`config.mk`:
```
export PLATFORM = sky130hd
export DESIGN_NAME = packet_frame_checker_unit_flat
export DESIGN_NICKNAME = d
export VERILOG_FILES = /design/src/sv/pfc_pkg.sv /design/src/sv/pfc_in_if.sv /design/src/sv/pfc_out_if.sv /design/src/sv/pfc_cfg_if.sv /design/src/sv/packet_frame_checker_unit.sv /design/src/flat_wrapper.sv
export SDC_FILE = /design/constraint.sdc
export NUM_CORES = 2
export LEC_CHECK = 0
export BUFFER_PORTS_ARGS = -buffer_cell sky130_fd_sc_hd__buf_2
export CORE_MARGIN = 10
export CORE_UTILIZATION = 67
export DETAILED_ROUTE_END_ITERATION = 8
export GPL_TIMING_DRIVEN = 0
export PLACE_DENSITY_LB_ADDON = 0.2
export SYNTH_ARGS = -nofsm -noshare
export SYNTH_HDL_FRONTEND = slang
export SYNTH_SLANG_ARGS = --single-unit
```
`constraint.sdc`:
```
create_clock -name clk -period 21 [get_ports clk]
set_input_delay 4.2 -clock clk [delete_from_list [all_inputs] [get_ports clk]]
set_output_delay 4.2 -clock clk [all_outputs]
set_load 0.01 [all_outputs]
```
`src/sv/pfc_pkg.sv`:
```
// ----------------------------------------------------------------------------
// pfc_pkg
// Shared constants, codes and types of the packet frame checker.
// ----------------------------------------------------------------------------
`default_nettype none

package pfc_pkg;

  // Header layout: big-endian fields, checksum in the last four bytes.
  localparam int HeaderLen = 28;
  localparam int CheckAt   = 24;
  localparam int HdrIdxW   = $clog2(HeaderLen);

  // The byte counter saturates at its all-ones value.
  localparam int CountW = 17;
  localparam logic [CountW-1:0] CountMax = {CountW{1'b1}};

  // FNV-1a 32 offset basis and prime.
  localparam logic [31:0] FnvStart = 32'd2166136261;
  localparam logic [31:0] FnvPrime = 32'd16777619;

  // Configuration port geometry.
  localparam int CfgIdxW  = 3;
  localparam int CfgDataW = 32;

  typedef enum logic [CfgIdxW-1:0] {
    REG_MAGIC         = 3'd0,
    REG_VERSION       = 3'd1,
    REG_CHECK_VERSION = 3'd2,
    REG_TYPE_LOWEST   = 3'd3,
    REG_TYPE_HIGHEST  = 3'd4,
    REG_PAYLOAD_LIMIT = 3'd5
  } cfg_reg_t;

  typedef enum logic [1:0] {
    ST_ACCEPTED = 2'd0,
    ST_MALFORMED = 2'd1,
    ST_MISMATCH  = 2'd2
  } status_t;

  // One result word as it waits in the output buffer.
  typedef struct packed {
    logic        payload_valid;
    logic [7:0]  payload_byte;
    logic        verdict_valid;
    logic [1:0]  status;
    logic [15:0] version;
    logic [15:0] packet_type;
    logic [31:0] session_id;
    logic [7:0]  player_id;
    logic [7:0]  flag_bits;
    logic [31:0] sequence_number;
    logic [31:0] frame_number;
    logic [15:0] payload_length;
  } result_t;

  // One FNV-1a 32 step: xor in the byte, then multiply by the prime.
  function automatic logic [31:0] fnv_step(input logic [31:0] h, input logic [7:0] b);
    logic [31:0] x;
    x = h ^ {24'd0, b};
    fnv_step = x * FnvPrime;
  endfunction

endpackage

`default_nettype wire

```
`src/sv/pfc_in_if.sv`:
```
// ----------------------------------------------------------------------------
// pfc_in_if
// Byte stream channel: one packet byte per word, with an end-of-packet flag.
// ----------------------------------------------------------------------------
`default_nettype none

interface pfc_in_if;
  logic       valid;
  logic       ready;
  logic [7:0] data_byte;
  logic       last_byte;

  modport source (output valid, output data_byte, output last_byte, input ready);
  modport sink   (input valid, input data_byte, input last_byte, output ready);
endinterface

`default_nettype wire

```
`src/sv/pfc_out_if.sv`:
```
// ----------------------------------------------------------------------------
// pfc_out_if
// Result channel: passed-through payload bytes and the per-packet verdict.
// ----------------------------------------------------------------------------
`default_nettype none

interface pfc_out_if;
  logic        valid;
  logic        ready;
  logic        payload_valid;
  logic [7:0]  payload_byte;
  logic        verdict_valid;
  logic [1:0]  status;
  logic [15:0] version;
  logic [15:0] packet_type;
  logic [31:0] session_id;
  logic [7:0]  player_id;
  logic [7:0]  flag_bits;
  logic [31:0] sequence_number;
  logic [31:0] frame_number;
  logic [15:0] payload_length;

  modport source (
    output valid, output payload_valid, output payload_byte, output verdict_valid,
    output status, output version, output packet_type, output session_id,
    output player_id, output flag_bits, output sequence_number, output frame_number,
    output payload_length, input ready
  );
  modport sink (
    input valid, input payload_valid, input payload_byte, input verdict_valid,
    input status, input version, input packet_type, input session_id,
    input player_id, input flag_bits, input sequence_number, input frame_number,
    input payload_length, output ready
  );
endinterface

`default_nettype wire

```
`src/sv/pfc_cfg_if.sv`:
```
// ----------------------------------------------------------------------------
// pfc_cfg_if
// Configuration write channel: register index and write data.
// ----------------------------------------------------------------------------
`default_nettype none

interface pfc_cfg_if;
  logic        valid;
  logic        ready;
  logic [2:0]  index;
  logic [31:0] data;

  modport source (output valid, output index, output data, input ready);
  modport sink   (input valid, input index, input data, output ready);
endinterface

`default_nettype wire

```
`src/sv/packet_frame_checker_unit.sv`:
```
// ----------------------------------------------------------------------------
// packet_frame_checker_unit
// Deframes a byte stream into 28-byte header plus payload, runs FNV-1a 32
// over header bytes 0..23 and the payload, and gives a verdict per packet.
// ----------------------------------------------------------------------------
//
//  Channel  Direction  Word
//  -------  ---------  ----------------------------------------------------
//  packet   sink       data_byte, last_byte
//  result   source     payload byte and/or verdict with header fields
//  cfg      sink       index, data (register write, always ready)
//
//  One word is taken per cycle while packet.ready is high; its result is
//  registered into the output buffer, so throughput is one byte per cycle.
//  The hash multiply and the header compare path set the cycle time.
//  A two-entry output buffer lets the packet side run on while one result
//  waits; packet.ready drops only when both entries are full.
//  Synchronous reset clears the counters, hash, registers and buffer state;
//  header byte storage is not reset and is rewritten by every packet.
//
`default_nettype none

module packet_frame_checker_unit import pfc_pkg::*; (
  input  wire       clk,
  input  wire       rst,
  pfc_in_if.sink    packet,
  pfc_out_if.source result,
  pfc_cfg_if.sink   cfg
);

  // Configuration registers.
  logic [31:0] magic_word;
  logic [15:0] current_version;
  logic        check_version;
  logic [15:0] type_lowest;
  logic [15:0] type_highest;
  logic [15:0] payload_limit;

  // Parser state.
  logic [CountW-1:0] byte_count;
  logic [31:0]       running_hash;
  logic [7:0]        header_bytes [HeaderLen];

  // Output buffer: main register and skid register.
  logic    out_valid;
  result_t out_res;
  logic    skid_valid;
  result_t skid_res;

  // Combinational signals.
  logic              accept;
  logic              pop;
  logic              push;
  logic              in_header;
  logic              in_payload;
  logic              in_hashed;
  logic [HdrIdxW-1:0] hdr_idx;
  logic [7:0]        hdr_next [HeaderLen];
  logic [CountW-1:0] byte_count_next;
  logic [31:0]       running_hash_next;
  logic [31:0]       magic_rx;
  logic [31:0]       check_rx;
  logic [15:0]       version_rx;
  logic [15:0]       type_rx;
  logic [15:0]       length_rx;
  logic [CountW-1:0] expected_count;
  logic              is_short;
  status_t           status_sel;
  result_t           res_new;

  // Configuration writes are always taken; unknown indexes are dropped.
  assign cfg.ready = 1'b1;

  always_ff @(posedge clk) begin
    if (rst) begin
      magic_word      <= '0;
      current_version <= '0;
      check_version   <= 1'b1;
      type_lowest     <= '0;
      type_highest    <= 16'd24;
      payload_limit   <= 16'd1024;
    end else if (cfg.valid) begin
      unique case (cfg_reg_t'(cfg.index))
        REG_MAGIC:         magic_word      <= cfg.data;
        REG_VERSION:       current_version <= cfg.data[15:0];
        REG_CHECK_VERSION: check_version   <= cfg.data[0];
        REG_TYPE_LOWEST:   type_lowest     <= cfg.data[15:0];
        REG_TYPE_HIGHEST:  type_highest    <= cfg.data[15:0];
        REG_PAYLOAD_LIMIT: payload_limit   <= cfg.data[15:0];
        default: ;
      endcase
    end
  end

  // Handshake: stall the packet side only when both buffer entries hold data.
  assign packet.ready = !skid_valid;
  assign accept       = packet.valid && packet.ready;
  assign pop          = out_valid && result.ready;

  // Position of the current byte within the packet.
  assign in_header  = byte_count < CountW'(HeaderLen);
  assign in_payload = !in_header;
  assign in_hashed  = (byte_count < CountW'(CheckAt)) || in_payload;
  assign hdr_idx    = byte_count[HdrIdxW-1:0];

  // Header view with the current byte folded in.
  always_comb begin
    for (int i = 0; i < HeaderLen; i++) begin
      hdr_next[i] = (in_header && hdr_idx == HdrIdxW'(i)) ? packet.data_byte
                                                          : header_bytes[i];
    end
  end

  // Next count and hash.
  assign byte_count_next   = (byte_count == CountMax) ? byte_count
                                                      : byte_count + 1'b1;
  assign running_hash_next = in_hashed ? fnv_step(running_hash, packet.data_byte)
                                       : running_hash;

  // Header field extraction.
  assign magic_rx   = {hdr_next[0], hdr_next[1], hdr_next[2], hdr_next[3]};
  assign version_rx = {hdr_next[4], hdr_next[5]};
  assign type_rx    = {hdr_next[6], hdr_next[7]};
  assign length_rx  = {hdr_next[22], hdr_next[23]};
  assign check_rx   = {hdr_next[24], hdr_next[25], hdr_next[26], hdr_next[27]};

  assign expected_count = CountW'(HeaderLen) + {1'b0, length_rx};
  assign is_short       = byte_count_next < CountW'(HeaderLen);

  // Verdict, first failing check decides.
  always_comb begin
    if (is_short) begin
      status_sel = ST_MALFORMED;
    end else if (magic_rx != magic_word || type_rx < type_lowest
                 || type_rx > type_highest) begin
      status_sel = ST_MALFORMED;
    end else if (check_version && version_rx != current_version) begin
      status_sel = ST_MISMATCH;
    end else if (length_rx > payload_limit || byte_count_next != expected_count) begin
      status_sel = ST_MALFORMED;
    end else if (check_rx != running_hash_next) begin
      status_sel = ST_MALFORMED;
    end else begin
      status_sel = ST_ACCEPTED;
    end
  end

  // Assemble the result word; fields are zero where they do not apply.
  always_comb begin
    res_new = '0;
    if (in_payload) begin
      res_new.payload_valid = 1'b1;
      res_new.payload_byte  = packet.data_byte;
    end
    if (packet.last_byte) begin
      res_new.verdict_valid = 1'b1;
      res_new.status        = status_sel;
      if (!is_short) begin
        res_new.version         = version_rx;
        res_new.packet_type     = type_rx;
        res_new.session_id      = {hdr_next[8], hdr_next[9], hdr_next[10], hdr_next[11]};
        res_new.player_id       = hdr_next[12];
        res_new.flag_bits       = hdr_next[13];
        res_new.sequence_number = {hdr_next[14], hdr_next[15], hdr_next[16], hdr_next[17]};
        res_new.frame_number    = {hdr_next[18], hdr_next[19], hdr_next[20], hdr_next[21]};
        res_new.payload_length  = length_rx;
      end
    end
  end

  assign push = accept && (in_payload || packet.last_byte);

  // Parser state update; a packet end restarts the count and hash.
  always_ff @(posedge clk) begin
    if (rst) begin
      byte_count   <= '0;
      running_hash <= FnvStart;
    end else if (accept) begin
      if (packet.last_byte) begin
        byte_count   <= '0;
        running_hash <= FnvStart;
      end else begin
        byte_count   <= byte_count_next;
        running_hash <= running_hash_next;
      end
    end
  end

  // Header byte storage.
  always_ff @(posedge clk) begin
    if (accept && in_header) begin
      header_bytes[hdr_idx] <= packet.data_byte;
    end
  end

  // Output buffer control.
  always_ff @(posedge clk) begin
    if (rst) begin
      out_valid  <= 1'b0;
      skid_valid <= 1'b0;
    end else if (skid_valid) begin
      if (pop) begin
        skid_valid <= 1'b0;
      end
    end else if (push) begin
      if (!out_valid || pop) begin
        out_valid <= 1'b1;
      end else begin
        skid_valid <= 1'b1;
      end
    end else if (pop) begin
      out_valid <= 1'b0;
    end
  end

  // Output buffer data.
  always_ff @(posedge clk) begin
    if (skid_valid) begin
      if (pop) begin
        out_res <= skid_res;
      end
    end else if (push) begin
      if (!out_valid || pop) begin
        out_res <= res_new;
      end else begin
        skid_res <= res_new;
      end
    end
  end

  // Drive the result channel.
  assign result.valid           = out_valid;
  assign result.payload_valid   = out_res.payload_valid;
  assign result.payload_byte    = out_res.payload_byte;
  assign result.verdict_valid   = out_res.verdict_valid;
  assign result.status          = out_res.status;
  assign result.version         = out_res.version;
  assign result.packet_type     = out_res.packet_type;
  assign result.session_id      = out_res.session_id;
  assign result.player_id       = out_res.player_id;
  assign result.flag_bits       = out_res.flag_bits;
  assign result.sequence_number = out_res.sequence_number;
  assign result.frame_number    = out_res.frame_number;
  assign result.payload_length  = out_res.payload_length;

`ifndef NO_ASSERTIONS
  // The skid entry is only ever filled behind a full main entry.
  a_skid_behind_main: assert property (@(posedge clk) disable iff (rst)
    skid_valid |-> out_valid)
    else $error("skid entry holds data while main entry is empty");

  // A word that ends a packet restarts the byte count.
  a_count_restart: assert property (@(posedge clk) disable iff (rst)
    (accept && packet.last_byte) |=> byte_count == '0)
    else $error("byte count did not restart after end of packet");

  // A word that ends a packet reloads the hash with the offset basis.
  a_hash_reload: assert property (@(posedge clk) disable iff (rst)
    (accept && packet.last_byte) |=> running_hash == FnvStart)
    else $error("hash not reloaded after end of packet");

  // Every shown word carries a payload byte or a verdict.
  a_result_nonempty: assert property (@(posedge clk) disable iff (rst)
    out_valid |-> (out_res.payload_valid || out_res.verdict_valid))
    else $error("empty result word on output");

  // Verdict status is never the unused code.
  a_status_code: assert property (@(posedge clk) disable iff (rst)
    (out_valid && out_res.verdict_valid) |-> out_res.status != 2'b11)
    else $error("verdict carries an unused status code");
`endif

endmodule

`default_nettype wire

```
`src/flat_wrapper.sv`:
```
// flat-port wrapper written by rule: the top's interface ports become plain ports
module packet_frame_checker_unit_flat import pfc_pkg::*;
  (clk, rst, packet_valid, packet_data_byte, packet_last_byte, packet_ready, result_valid, result_payload_valid, result_payload_byte, result_verdict_valid, result_status, result_version, result_packet_type, result_session_id, result_player_id, result_flag_bits, result_sequence_number, result_frame_number, result_payload_length, result_ready, cfg_valid, cfg_index, cfg_data, cfg_ready);
  pfc_in_if packet_i ();
  pfc_out_if result_i ();
  pfc_cfg_if cfg_i ();
  input  wire clk;
  input  wire rst;
  input wire logic [$bits(packet_i.valid)-1:0] packet_valid;
  input wire logic [$bits(packet_i.data_byte)-1:0] packet_data_byte;
  input wire logic [$bits(packet_i.last_byte)-1:0] packet_last_byte;
  output wire logic [$bits(packet_i.ready)-1:0] packet_ready;
  output wire logic [$bits(result_i.valid)-1:0] result_valid;
  output wire logic [$bits(result_i.payload_valid)-1:0] result_payload_valid;
  output wire logic [$bits(result_i.payload_byte)-1:0] result_payload_byte;
  output wire logic [$bits(result_i.verdict_valid)-1:0] result_verdict_valid;
  output wire logic [$bits(result_i.status)-1:0] result_status;
  output wire logic [$bits(result_i.version)-1:0] result_version;
  output wire logic [$bits(result_i.packet_type)-1:0] result_packet_type;
  output wire logic [$bits(result_i.session_id)-1:0] result_session_id;
  output wire logic [$bits(result_i.player_id)-1:0] result_player_id;
  output wire logic [$bits(result_i.flag_bits)-1:0] result_flag_bits;
  output wire logic [$bits(result_i.sequence_number)-1:0] result_sequence_number;
  output wire logic [$bits(result_i.frame_number)-1:0] result_frame_number;
  output wire logic [$bits(result_i.payload_length)-1:0] result_payload_length;
  input wire logic [$bits(result_i.ready)-1:0] result_ready;
  input wire logic [$bits(cfg_i.valid)-1:0] cfg_valid;
  input wire logic [$bits(cfg_i.index)-1:0] cfg_index;
  input wire logic [$bits(cfg_i.data)-1:0] cfg_data;
  output wire logic [$bits(cfg_i.ready)-1:0] cfg_ready;
  assign packet_i.valid = packet_valid;
  assign packet_i.data_byte = packet_data_byte;
  assign packet_i.last_byte = packet_last_byte;
  assign packet_ready = packet_i.ready;
  assign result_valid = result_i.valid;
  assign result_payload_valid = result_i.payload_valid;
  assign result_payload_byte = result_i.payload_byte;
  assign result_verdict_valid = result_i.verdict_valid;
  assign result_status = result_i.status;
  assign result_version = result_i.version;
  assign result_packet_type = result_i.packet_type;
  assign result_session_id = result_i.session_id;
  assign result_player_id = result_i.player_id;
  assign result_flag_bits = result_i.flag_bits;
  assign result_sequence_number = result_i.sequence_number;
  assign result_frame_number = result_i.frame_number;
  assign result_payload_length = result_i.payload_length;
  assign result_i.ready = result_ready;
  assign cfg_i.valid = cfg_valid;
  assign cfg_i.index = cfg_index;
  assign cfg_i.data = cfg_data;
  assign cfg_ready = cfg_i.ready;
  packet_frame_checker_unit u_core (.clk(clk), .rst(rst), .packet(packet_i), .result(result_i), .cfg(cfg_i));
endmodule
```
# Word level (Yosys, flattened, before mapping)
# Memory sizes are Yosys's and may differ from the RTL's.
# Cells that the tools add are included.
# word_totals
wordCells,195
memories,1
ff_bits,492
output_inout_bits,175
input_bits,49
mem_bits_rw,224
# mem_list
memory,words,width,rd,rd_ports_with_merged_regs,write_ports,line_no,source
u_core.header_bytes,28,8,28,0,1,packet_frame_checker_unit.sv:42,logic [7:0] header_bytes [HeaderLen];
# classes
n_mul,1
n_reduce_logical,56
magnitude_cmp,6
n_mux,53
eq_ne,39
add_sub_neg,2
n_bitwise,3
# op_table
operator,n
2-to-1 mux 172 bit,4
2-to-1 mux 8 bit,28
2-to-1 mux 163 bit,1
2-to-1 mux 160 bit,1
2-to-1 mux 32 bit,2
inequality test 32 bit,2
"== test 5 bit, second input constant",12
"< comparator 17 x 5 -> 1 bit, second input constant",3
"== test 5 x 4 -> 1 bit, second input constant",8
2-to-1 mux 17 bit,2
logical AND 1 bit,33
> comparator 16 bit,2
"multiplier 32 x 25 -> 32 bit, second input constant",1
XOR 32 x 8 -> 32 bit,1
"== test 5 x 3 -> 1 bit, second input constant",4
"adder 17 x 1 -> 17 bit, second input constant",1
"adder 5 x 16 -> 17 bit, first input constant",1
"== test 17 bit, second input constant",1
inequality test 17 bit,1
< comparator 16 bit,1
inequality test 16 bit,1
AND reduction 2 bit,6
"== test 5 x 2 -> 1 bit, second input constant",2
2-to-1 mux 1 bit,10
other kinds (14),32

# Logic depth before layout (Yosys ltp)
# logic_depth
word_depth,14
mapped_depth,28
mapped_depth_nobuf,24

# Worst setup path before layout
# Ideal clock, no wire load.
# synth_path
kind,input-to-reg
start,in packet_valid
end,reg u_core.out_res (netlist bit u_core.result.flag_bits[0]) (enable)
stages,4
required_ps,20224
arrival_time_ps,13103
path_buffers,1
setup_time_ps,776
setup_slack_ps,7121
path_cell_list,nor2b_1 > clkbuf_1 > o21ai_0 > a22oi_1
# synth_via
elab_chain_cells,4
# synth_rtl
element,line_no,source
"start, declared",flat_wrapper.sv:9,input wire logic [$bits(packet_i.valid)-1:0] packet_valid;
logical AND 1 bit,packet_frame_checker_unit.sv:97,assign accept = packet.valid && packet.ready;
logical AND 1 bit,packet_frame_checker_unit.sv:171,assign push = accept && (in_payload || packet.last_byte);
nonzero test 2 bit (no line),-,
AND reduction 3 bit (no line),-,
"end signal, assigned",packet_frame_checker_unit.sv:220,out_res <= skid_res;
"end signal, assigned",packet_frame_checker_unit.sv:224,out_res <= res_new;
"end, declared",packet_frame_checker_unit.sv:46,result_t out_res;
# Every way passes these cells.
# A chain may end at the register's enable or synchronous reset.

==> metrics.yaml <==
floorplanning:
  rows: 87
  core_um2: 56300
  dieArea_um2: 66500
  dieHeight_um: 258
  boundaryPins: 224
  start_util_pct: 67.4
  chipWidth_um: 258
synth:
  ys.flop_type: "edfxtp_1"
  syn_nets: 3726
  yosys.area.top_type: "edfxtp_1"
  synth_edf_count: 568
  syn_avg_cell_area_um2: 11.3
  synthCells: 3365
  synth_commonest_cells: "edfxtp_1, nand2_1, nor2_1, inv_1, ha_1"
  ys_ff_latch: 716
  ys_types: 78
  synth.most_common_cell: "edfxtp_1"
  synth_top_area_share_pct: 45.0
  async_flop_share_pct: 0
  synth_seq_area_share_pct: 52.8
  netlist_area_um2: 37900
  synth.area.top_cells: "edfxtp_1, ha_1, dfxtp_1"
  ys_warn_count: 0
job:
  cap_violations: 2
worst_setup_path:
  crit_type: "primary input to flop"
  ff2ff_path_depth: 22
  worstPathRequired_ns: 21.36
  cp-start-kind: "primary input"
  crit_fanout: 29
  worstPathArrival_ns: 16.34
  r2r_slack_ns: 12.19
  cpMostUsedCell: "ha_1"
  slowest_stage: "o31ai_1"
  critPathCaptureType: "flop"
  slowest_delay_ns: 1.21
clock_tree:
  postCtsSetupBuffers: 0
  post_cts_resized: 0
  holdBufCountCts: 0
  cts_buffers: 74
  cts.sinks: 716
  htree_num_levels: 3
  cts_tree: "built"
  clkLatencyLatePin_ns: 0.62
  clock-root-buffer: "clkbuf_16"
  path_clk_slew_ns: 0.06
  clock_path_buffers: 3
final_layout:
  multi_input_area_um2: 16300
  postLayoutCoreUtil_pct: 76.1
  num-fill-cells: 3646
  nNetsFinal: 4035
  ff_latch_area_um2: 20000
  drive_gt1_share_pct: 11.2
  synthToLayoutAreaGrowth_pct: 12.9
detailed_routing:
  firstDrtPassIters: 8
  vias: 29000
  drtIter0Drc: 3948
  drt-total-wl_mm: 123
  post-route-drc-count: 0
  ant_nets: 0
  viasPerCell: 6.46
  avgRoutedWirePerCell_um: 27.4
hold_path:
  hp-class: "flop to flop"
  hold_depth: 2
placed_design:
  portBuffers: 219
  hpwlAfterDp_mm: 87.7
  globalplace.congestion: 0.994
sta:
  setup_tns_ns: 0
  fin_crit_ns: 15.98
  rsz0062_at_grt: "false"
  fin_crit_sh_pct: 76.1
  tightestPinTransition_ns: 1.51
  slew_headroom_pct: -1.50
  finalHoldViolCount: 0
  max_freq_ghz: 0.0626
  setup_viol: 0
  slew_viol_final: 6
  fin_worst_skew_ns: 0.0189
global_routing:
  grt-ovfl-total: 0
  grt_max_degree: 73
  grt_pass1_wl_mm: 180
  track_usage_pct: 36.2
  antenna_found_initial: 5
  grt_pass1_vias: 28700
status:
  violations: "capacitance limit, slew limit"
  status: "complete, but fails checks"
## through the flow
step / cells / area (um2) / hold slack, ns / setup slack [ns]
final: 4493 / 42800 / 0.457 / 5.02
after global routing: 4490 / 42800 / 0.471 / 5.08
after CTS: 4490 / 42800 / 0.455 / 5.65
after detailed placement: 4354 / 40300 / 0.446 / 5.02
after global placement: 4340 / 40000 / 0.444 / 3.33
after floorplan: 3365 / 37900 / 0.436 / 7.12
## cell usage in the layout, fill, tap and decap left out, types with 28 or more instances in the layout
cell type	n
a21oi_1	179
and3_1	30
buf_2	225
clkbuf_1	179
clkbuf_16	76
dfxtp_1	148
edfxtp_1	568
fa_1	74
ha_1	238
inv_1	241
mux2_2	31
mux2i_1	215
nand2_1	422
nand3_1	32
nand4_1	55
nor2_1	265
nor2b_1	28
o21ai_0	51
o31ai_1	160
xnor2_1	86
xor2_1	104
## per-layer routing
layer / up-vias / part of all wire (%) / track usage [%]
met4: 2 / 6.4 / 21.0
met2: 1968 / 47 / 58.8
li1: 12600 / - / -
met3: 412 / 11 / 8.05
met1: 14100 / 35 / 44.4
met5: - / 0.013 / 0
## worst max-delay path: cells and delay by family
family / cells / cell delay (ns)
buffers and inverters: 8 / 4.82
AOI/OAI and AO/OA: 8 / 3.13
adders and majority gates: 8 / 2.74
muxes: 1 / 0.30
and+or+nand+nor: 1 / 0.14
xor gates and xnor gates: 3 / 0.98
## worst paths after layout
kind | endpoint | start
min | u_core.type_lowest[13] | u_core.type_lowest[13]
max | u_core.result.status[0] | packet_data_byte[0]
min reg2reg | u_core.type_lowest[13] | u_core.type_lowest[13]
max reg2reg | u_core.result.status[0] | u_core.running_hash[7]
## logic make-up (layout without fill, tap and decap cells)
group	Yosys count	in the layout	share of synthesized area, %
XOR/XNOR	192	192	4.51
AO/OA/AOI/OAI	495	495	8.31
multiplexers	248	248	6.67
buffers and inverters	436	805	4.40
adder cells (fa/ha/maj)	312	312	11.8
other	1	4	0.00989
flip-flops	716	716	52.8
AND/OR/NAND/NOR	965	965	11.6
## cell type report
| cell class | count | share of cell area, % |
|---|---|---|
| Clock buffer | 93 | 4.75 |
| Timing Repair Buffer | 233 | 3.13 |
| Tap cell | 756 | 2.21 |
| Inverter | 241 | 2.11 |
| Clock inverter | 43 | 1.20 |
| Antenna cell | 3 | 0.0175 |
| Buffer | 195 | 1.79 |
| Multi-Input combinational cell | 2213 | 38.1 |
| Sequential cell | 716 | 46.7 |
## state kept, by name (all words and copies together) (netlist names), 2 cells and up
signal,count
u_core.type_lowest,16
u_core.header_bytes,224
u_core.result.payload_length,16
u_core.result.payload_byte,8
u_core.byte_count,17
u_core.result.packet_type,16
u_core.type_highest,16
u_core.running_hash,32
u_core.result.version,16
u_core.current_version,16
u_core.result.flag_bits,8
u_core.magic_word,32
u_core.result.frame_number,32
u_core.result.session_id,32
u_core.result.sequence_number,32
u_core.result.player_id,8
u_core.skid_res,172
u_core.result.status,2
u_core.payload_limit,16
Power is not shown: default switching activity piles up to over one toggle a cycle in this logic, so the estimate is an artifact.
